## config.mk

```make
export PLATFORM = sky130hd
export DESIGN_NAME = ip_address_text_validator
export DESIGN_NICKNAME = d
export VERILOG_FILES = /design/src/hw/rtl/ipav_pkg.sv /design/src/hw/rtl/ip_address_text_validator.sv
export VERILOG_INCLUDE_DIRS = /design/src /design/src/hw/rtl
export SDC_FILE = /design/constraint.sdc
export NUM_CORES = 1
export LEC_CHECK = 0
export BUFFER_PORTS_ARGS = -buffer_cell sky130_fd_sc_hd__buf_2
export CAP_MARGIN = 20
export CORE_AREA = 4 4 116 118
export CTS_CLUSTER_SIZE = 10
export DETAILED_ROUTE_END_ITERATION = 10
export DIE_AREA = 0 0 120 122
export PLACE_DENSITY = 0.77
export RECOVER_POWER = 50
export SETUP_SLACK_MARGIN = 0.4
export SLEW_MARGIN = 20
export SYNTH_ARGS = -nofsm -noshare
export SYNTH_HDL_FRONTEND = slang
export SYNTH_SLANG_ARGS = --single-unit
```

## constraint.sdc

```tcl
create_clock -name clk -period 5.37 [get_ports clk]
set_input_delay 0.8055 -clock clk [delete_from_list [all_inputs] [get_ports clk]]
set_output_delay 0.8055 -clock clk [all_outputs]
set_load 0.03 [all_outputs]
```

## src/hw/rtl/ip_address_text_validator_macros.svh

```systemverilog
// assertion macros for the ip address text validator
// used by ip_address_text_validator.sv; expects clk and rst_n in scope
`ifndef IP_ADDRESS_TEXT_VALIDATOR_MACROS_SVH
`define IP_ADDRESS_TEXT_VALIDATOR_MACROS_SVH

// condition holds in the same cycle
`define IPAV_ASSERT_NOW(label, ante, cons, msg) \
    label: assert property (@(posedge clk) disable iff (!rst_n) (ante) |-> (cons)) \
        else $error(msg);

// condition holds in the next cycle
`define IPAV_ASSERT_NEXT(label, ante, cons, msg) \
    label: assert property (@(posedge clk) disable iff (!rst_n) (ante) |=> (cons)) \
        else $error(msg);

`endif

```

## src/hw/rtl/ipav_pkg.sv

```systemverilog
// shared types, character codes and helpers for the ip address text validator
// no dependencies
`default_nettype none

package ipav_pkg;

    localparam int KIND_W = 3;

    // result classification codes
    typedef enum logic [KIND_W-1:0] {
        KIND_INVALID = 3'd0,
        KIND_V4      = 3'd1,
        KIND_V6      = 3'd2,
        KIND_V6_LOOP = 3'd3,
        KIND_V6_ANY  = 3'd4
    } kind_t;

    localparam int PREFIX_DEPTH = 8;
    localparam int POS_W        = 4;

    // ascii codes
    localparam logic [7:0] CH_0     = 8'h30;
    localparam logic [7:0] CH_1     = 8'h31;
    localparam logic [7:0] CH_2     = 8'h32;
    localparam logic [7:0] CH_3     = 8'h33;
    localparam logic [7:0] CH_4     = 8'h34;
    localparam logic [7:0] CH_5     = 8'h35;
    localparam logic [7:0] CH_6     = 8'h36;
    localparam logic [7:0] CH_7     = 8'h37;
    localparam logic [7:0] CH_9     = 8'h39;
    localparam logic [7:0] CH_DOT   = 8'h2e;
    localparam logic [7:0] CH_COLON = 8'h3a;

    function automatic logic is_dec(input logic [7:0] c);
        return (c >= 8'h30) && (c <= 8'h39);
    endfunction

    function automatic logic is_hex(input logic [7:0] c);
        return is_dec(c) || ((c >= 8'h61) && (c <= 8'h66)) || ((c >= 8'h41) && (c <= 8'h46));
    endfunction

endpackage

`default_nettype wire

```

## src/hw/rtl/ip_address_text_validator.sv

```systemverilog
// ip address text validator: one character beat in, one result beat per string
// result: the beat marked last is taken into the input register, then its result into the output register
// throughput: one character per cycle, set by the single update stage; a last beat
// waits only while an untaken result sits in the output register
// reset: async active low; clears valid flags, counters and the prefix store
// depends on ipav_pkg and ip_address_text_validator_macros.svh
`default_nettype none

`include "ip_address_text_validator_macros.svh"

module ip_address_text_validator
(
    input  wire logic                        clk,
    input  wire logic                        rst_n,
    input  wire logic                        in_valid,
    output logic                             in_ready,
    input  wire logic [7:0]                  char_code,
    input  wire logic                        char_present,
    input  wire logic                        last,
    output logic                             out_valid,
    input  wire logic                        out_ready,
    output logic                             valid_res,
    output logic [ipav_pkg::KIND_W-1:0]      kind,
    output logic                             is_private
);

    import ipav_pkg::*;

    // input register
    logic       in_vld_reg;
    logic [7:0] in_char_reg;
    logic       in_pres_reg;
    logic       in_last_reg;

    // stream state
    logic [POS_W-1:0] pos_reg;
    logic [7:0]       pre_reg [PREFIX_DEPTH];
    logic [1:0]       dot_reg;
    logic [1:0]       odig_reg;
    logic [9:0]       oval_reg;
    logic             v4_reg;
    logic [2:0]       col_reg;
    logic [2:0]       gdig_reg;
    logic             v6_reg;

    // state after the current character
    logic [POS_W-1:0] pos_next;
    logic [7:0]       pre_next [PREFIX_DEPTH];
    logic [1:0]       dot_next;
    logic [1:0]       odig_next;
    logic [9:0]       oval_next;
    logic             v4_next;
    logic [2:0]       col_next;
    logic [2:0]       gdig_next;
    logic             v6_next;
    logic [13:0]      oval_mul;

    // result
    logic  out_vld_reg;
    logic  valid_res_reg;
    kind_t kind_reg;
    logic  priv_reg;
    kind_t kind_next;
    logic  priv_next;
    logic  p10, p192, p127, p169, p172;

    logic adv;

    // handshake: a non-last beat never needs the output slot
    assign adv      = in_vld_reg && (!in_last_reg || !out_vld_reg || out_ready);
    assign in_ready = !in_vld_reg || adv;

    always_ff @(posedge clk or negedge rst_n)
    begin
        if (!rst_n)
        begin
            in_vld_reg <= 1'b0;
        end
        else if (in_ready)
        begin
            in_vld_reg <= in_valid;
        end
    end

    always_ff @(posedge clk)
    begin
        if (in_ready && in_valid)
        begin
            in_char_reg <= char_code;
            in_pres_reg <= char_present;
            in_last_reg <= last;
        end
    end

    // character update of both address forms and the prefix store
    always_comb
    begin
        pos_next  = pos_reg;
        dot_next  = dot_reg;
        odig_next = odig_reg;
        oval_next = oval_reg;
        v4_next   = v4_reg;
        col_next  = col_reg;
        gdig_next = gdig_reg;
        v6_next   = v6_reg;
        oval_mul  = 14'(oval_reg) * 14'd10 + 14'(in_char_reg - CH_0);
        for (int i = 0; i < PREFIX_DEPTH; i++)
        begin
            pre_next[i] = pre_reg[i];
            if (in_pres_reg && (pos_reg == POS_W'(i)))
            begin
                pre_next[i] = in_char_reg;
            end
        end
        if (in_pres_reg)
        begin
            if (pos_reg != {POS_W{1'b1}})
            begin
                pos_next = pos_reg + 1'b1;
            end
            // ipv4 tracking
            if (is_dec(in_char_reg))
            begin
                if (odig_reg == 2'd3)
                begin
                    v4_next = 1'b0;
                end
                else
                begin
                    odig_next = odig_reg + 1'b1;
                    oval_next = oval_mul[9:0];
                end
            end
            else if (in_char_reg == CH_DOT)
            begin
                if (odig_reg == 2'd0 || oval_reg > 10'd255 || dot_reg == 2'd3)
                begin
                    v4_next = 1'b0;
                end
                else
                begin
                    dot_next  = dot_reg + 1'b1;
                    odig_next = 2'd0;
                    oval_next = 10'd0;
                end
            end
            else
            begin
                v4_next = 1'b0;
            end
            // ipv6 eight-group tracking
            if (is_hex(in_char_reg))
            begin
                if (gdig_reg >= 3'd4)
                begin
                    v6_next = 1'b0;
                end
                else
                begin
                    gdig_next = gdig_reg + 1'b1;
                end
            end
            else if (in_char_reg == CH_COLON)
            begin
                if (gdig_reg == 3'd0 || col_reg == 3'd7)
                begin
                    v6_next = 1'b0;
                end
                else
                begin
                    col_next  = col_reg + 1'b1;
                    gdig_next = 3'd0;
                end
            end
            else
            begin
                v6_next = 1'b0;
            end
        end
    end

    // private prefix match on the updated prefix store
    always_comb
    begin
        p10  = (pos_next >= POS_W'(3)) && pre_next[0] == CH_1 && pre_next[1] == CH_0
            && pre_next[2] == CH_DOT;
        p127 = (pos_next >= POS_W'(4)) && pre_next[0] == CH_1 && pre_next[1] == CH_2
            && pre_next[2] == CH_7 && pre_next[3] == CH_DOT;
        p192 = (pos_next >= POS_W'(8)) && pre_next[0] == CH_1 && pre_next[1] == CH_9
            && pre_next[2] == CH_2 && pre_next[3] == CH_DOT && pre_next[4] == CH_1
            && pre_next[5] == CH_6 && pre_next[6] == 8'h38 && pre_next[7] == CH_DOT;
        p169 = (pos_next >= POS_W'(8)) && pre_next[0] == CH_1 && pre_next[1] == CH_6
            && pre_next[2] == CH_9 && pre_next[3] == CH_DOT && pre_next[4] == CH_2
            && pre_next[5] == CH_5 && pre_next[6] == CH_4 && pre_next[7] == CH_DOT;
        p172 = 1'b0;
        if ((pos_next >= POS_W'(7)) && pre_next[0] == CH_1 && pre_next[1] == CH_7
            && pre_next[2] == CH_2 && pre_next[3] == CH_DOT && pre_next[6] == CH_DOT)
        begin
            case (pre_next[4])
                CH_1:    p172 = (pre_next[5] >= CH_6) && (pre_next[5] <= CH_9);
                CH_2:    p172 = is_dec(pre_next[5]);
                CH_3:    p172 = (pre_next[5] == CH_0) || (pre_next[5] == CH_1);
                default: p172 = 1'b0;
            endcase
        end
        priv_next = p10 || p127 || p192 || p169 || p172;
    end

    // classification of the finished string
    always_comb
    begin
        if (v4_next && dot_next == 2'd3 && odig_next != 2'd0 && oval_next <= 10'd255)
        begin
            kind_next = KIND_V4;
        end
        else if (v6_next && col_next == 3'd7 && gdig_next != 3'd0)
        begin
            kind_next = KIND_V6;
        end
        else if (pos_next == POS_W'(3) && pre_next[0] == CH_COLON
                 && pre_next[1] == CH_COLON && pre_next[2] == CH_1)
        begin
            kind_next = KIND_V6_LOOP;
        end
        else if (pos_next == POS_W'(2) && pre_next[0] == CH_COLON
                 && pre_next[1] == CH_COLON)
        begin
            kind_next = KIND_V6_ANY;
        end
        else
        begin
            kind_next = KIND_INVALID;
        end
    end

    // state register: back to reset values after the last beat
    always_ff @(posedge clk or negedge rst_n)
    begin
        if (!rst_n)
        begin
            pos_reg  <= '0;
            dot_reg  <= '0;
            odig_reg <= '0;
            oval_reg <= '0;
            v4_reg   <= 1'b1;
            col_reg  <= '0;
            gdig_reg <= '0;
            v6_reg   <= 1'b1;
            for (int i = 0; i < PREFIX_DEPTH; i++)
            begin
                pre_reg[i] <= '0;
            end
        end
        else if (adv)
        begin
            if (in_last_reg)
            begin
                pos_reg  <= '0;
                dot_reg  <= '0;
                odig_reg <= '0;
                oval_reg <= '0;
                v4_reg   <= 1'b1;
                col_reg  <= '0;
                gdig_reg <= '0;
                v6_reg   <= 1'b1;
                for (int i = 0; i < PREFIX_DEPTH; i++)
                begin
                    pre_reg[i] <= '0;
                end
            end
            else
            begin
                pos_reg  <= pos_next;
                dot_reg  <= dot_next;
                odig_reg <= odig_next;
                oval_reg <= oval_next;
                v4_reg   <= v4_next;
                col_reg  <= col_next;
                gdig_reg <= gdig_next;
                v6_reg   <= v6_next;
                for (int i = 0; i < PREFIX_DEPTH; i++)
                begin
                    pre_reg[i] <= pre_next[i];
                end
            end
        end
    end

    // result register
    always_ff @(posedge clk or negedge rst_n)
    begin
        if (!rst_n)
        begin
            out_vld_reg <= 1'b0;
        end
        else if (adv && in_last_reg)
        begin
            out_vld_reg <= 1'b1;
        end
        else if (out_ready)
        begin
            out_vld_reg <= 1'b0;
        end
    end

    always_ff @(posedge clk)
    begin
        if (adv && in_last_reg)
        begin
            valid_res_reg <= (kind_next != KIND_INVALID);
            kind_reg      <= kind_next;
            priv_reg      <= priv_next;
        end
    end

    assign out_valid  = out_vld_reg;
    assign valid_res  = valid_res_reg;
    assign kind       = kind_reg;
    assign is_private = priv_reg;

    // checks
    `IPAV_ASSERT_NOW(a_valid_kind, out_vld_reg, (valid_res_reg == (kind_reg != KIND_INVALID)),
        "valid flag disagrees with kind")
    `IPAV_ASSERT_NEXT(a_last_gives_beat, adv && in_last_reg, out_vld_reg,
        "last beat did not produce a result")
    `IPAV_ASSERT_NEXT(a_last_clears, adv && in_last_reg,
        (pos_reg == '0) && v4_reg && v6_reg && (dot_reg == '0) && (col_reg == '0),
        "state not cleared after last beat")
    `IPAV_ASSERT_NOW(a_any_not_private, out_vld_reg && kind_reg == KIND_V6_ANY, !priv_reg,
        "bare double colon flagged private")

endmodule

`default_nettype wire
```

==> metrics <==
outcome complete, but fails checks; violated checks max-capacitance violations, max-slew violations; Worst path slowest cell edfxtp_1; setup bufs post-CTS 0; Post-DP HPWL 12120 microns; initial antenna violation count 0; clk_lat worst skew approximately 0.36 ns; post-route design area a little over 7000 sq um; CP Max Fanout 31; Ports 21; number of buffers created by CTS 9; row cnt between 40 and 50; Post-DP Area approximately 6900 sq um; WL final around 18000 microns; share of layout cells above drive strength 1 0.06309; nets approximately 790; global-route wire length before repair 29200 microns; flops & latches, synth between 100 and 150; CTS root buffer clkbuf_16; Post-DRT Antenna Nets 0; DIE AREA roughly 15000 sq um; EDFF count, synth 15; final period utilization 0.6462; Largest register FFs 64; # diodes 0; fmax just under 300 MHz; PostCTS Resize Cnt 0; internal power 1693 uW; cts hold-fix bufs 0; crit-path leading delay family simple AND/OR/NAND/NOR gates; part of the power in registers 0.458; Worst Path Required about 5.6 ns; pwr dens between 300 and 400 nW/um^2; Initial Util 0.5393; vias post-DR 5944; core area between 10000 and 15000 sq um; Routability Congestion around 0.93; largest net degree at the start of global routing between 80 and 90; r2r startpoint in_pres_reg$_DFFE_PP_; Clock Tree Buf Depth 2; H-tree levels 3; Main synth FF type dfrtp_1; Synth cell types 64; area growth from synthesis to final layout 6.756%; R2R cell count 7; Worst VDD drop ~0.38 mV; all-layer global routing usage 0.2513; Area contributors post-synth dfrtp_1, o21ai_0, a22oi_1; sw power between 900 and 1000 uW; Critical Path Sink Type flip-flop; die width 120 microns; Leakage roughly 0.003 uW; Initial DRT Pass Iterations 5; CP bufs+invs 0; vias per cell about 6.5; Clock transition at path regs ~0.080 ns; share of async-settable or async-resettable flops after synthesis 0.8598; Worst-Margin Slew about 1.6 ns; Startpoint Class flip-flop; die extent in y about 120 microns; Mean Syn Cell Area 8.928 sq um; crit path cell chain nand4bb_1, mux2i_1, nand2b_1, or4_1, a211oi_1, o2111ai_1, a21oi_1; Overflow after GRT 0; Tightest Hold Check Type flip-flop to flip-flop; R2R Setup Slk 1.90 ns; initial DRC count 650; Post-Syn Area 6723 sq um; Seq/Total Area, Yosys 0.4098; most frequent cell after synthesis nand2_1; setup_tns 0 ns; Yosys warnings 0; number of global-route vias before repair 5640; post-synth top area cell dfrtp_1; Setup crit start in_pres_reg$_DFFE_PP_; most frequent cells after synthesis nand2_1, o21ai_0, dfrtp_1; clock power share 0.249; Hold Crit Endpoint v4_reg$_DFFE_PN1P_; minimum clock period roughly 3.5 ns; Syn Nets 800; DRC viols 0; CTS tree built; RR Endpoint is_private$_DFFE_PP_; Slew headroom -0.08878; Final Hold Vio Count 0; skew final 0.008898 ns; hold_sp v4_reg$_DFFE_PN1P_; critical path depth 7; RSZ-0062 raised after global routing no; Hold Crit Depth 2; final setup fails 0; Sw Ratio 0.3679; Data arrival, critical path 3.69 ns; total power 2679 uW; top cell type's share of synthesized area 0.3350; Max Cap Violations 2; WS Path Type flip-flop to flip-flop; CP peak stage delay 0.98 ns; Cells after Synth between 700 and 800; Logic pwr share 0.293; clock sink total 107; Slew Limit Fails 67; port bufs 20; wire length per cell approximately 19 microns
## cell families after synthesis
kind of cell | share of synthesized area
buffers and inverters | 0.03945
XOR/XNOR | 0.02084
multiplexers | 0.02866
AO/OA/AOI/OAI | 0.2425
AND/OR/NAND/NOR | 0.1951
adder cells (fa/ha/maj) | 0.06365
flip-flops | 0.4098
## power groups by stage
stage / Clock (uW) / Combinational (uW) / Sequential, uW
after global routing: 714 / 891 / 1250
after floorplan: 0 / 616 / 1170
final: 667 / 784 / 1230
after detailed placement: 0 / 778 / 1230
after CTS: 681 / 783 / 1220
after global placement: 0 / 745 / 1220
## how the worst max path moves through the flow
stage,endpoint,slack (ns)
2_1_floorplan,kind[0]$_DFFE_PP_,2.32
3_3_place_gp,is_private$_DFFE_PP_,2.10
3_5_place_dp,is_private$_DFFE_PP_,1.98
4_1_cts,is_private$_DFFE_PP_,1.95
5_1_grt,is_private$_DFFE_PP_,1.61
6_report,is_private$_DFFE_PP_,1.90
## metal layers
layer | GRT usage | up-vias | share of wire
met5 | 0 | - | 0
met4 | 0.08447 | 0 | 0.025
met3 | 0.05107 | 34 | 0.066
met2 | 0.3937 | 232 | 0.47
met1 | 0.3504 | 2916 | 0.44
li1 | - | 2762 | -
## cell type report
class | count | area [sq um]
Fill cell | 1100 | 5289
Multi-Input combinational cell | 581 | 3705
Sequential cell | 107 | 2755
Clock buffer | 9 | 225.2
Tap cell | 172 | 215.2
Timing Repair Buffer | 26 | 145.1
Clock inverter | 7 | 75.07
Inverter | 15 | 56.30
## worst reg2reg max path, delay by kind of cell, from the launching register on
kind	cells	cell delay, ns
AOI/OAI and AO/OA	3	0.56
DFF	1	0.98
and+or+nand+nor	3	1.38
muxes	1	0.40
## layout by cell type, fill, tap and decap left out, types with 5 or more instances in the layout
cell | netlist | layout
nor4_1 | 5 | 5
nand2b_1 | 9 | 9
nor3b_1 | 5 | 5
nand3_1 | 16 | 16
xnor2_1 | 12 | 12
inv_1 | 15 | 15
o22ai_1 | 11 | 11
dfrtp_1 | 90 | 90
nand4b_1 | 7 | 7
nor2_1 | 38 | 38
nor3_1 | 18 | 18
clkbuf_16 | 0 | 9
mux2i_1 | 17 | 17
ha_1 | 31 | 31
a31oi_1 | 8 | 8
nor2b_1 | 10 | 10
a21o_1 | 5 | 5
nor4b_1 | 5 | 5
a211oi_1 | 5 | 5
a21oi_1 | 25 | 25
clkbuf_1 | 39 | 8
a22oi_1 | 68 | 68
edfxtp_1 | 15 | 15
nand2_1 | 107 | 106
buf_2 | 5 | 12
o21ai_0 | 102 | 102
## per-stage QoR
| stage | hold slack [ns] | setup WS (ns) | utilization | std cells |
|---|---|---|---|---|
| final | 0.4905 | 1.900 | 0.5757 | 917 |
| after global routing | 0.5238 | 1.614 | 0.5757 | 917 |
| after CTS | 0.3496 | 1.951 | 0.5769 | 917 |
| after detailed placement | 0.4809 | 1.979 | 0.5528 | 901 |
| after global placement | 0.4596 | 2.096 | 0.5528 | 901 |
| after floorplan | 0.4496 | 2.316 | - | 753 |
Power figures use the tool's default switching activity.
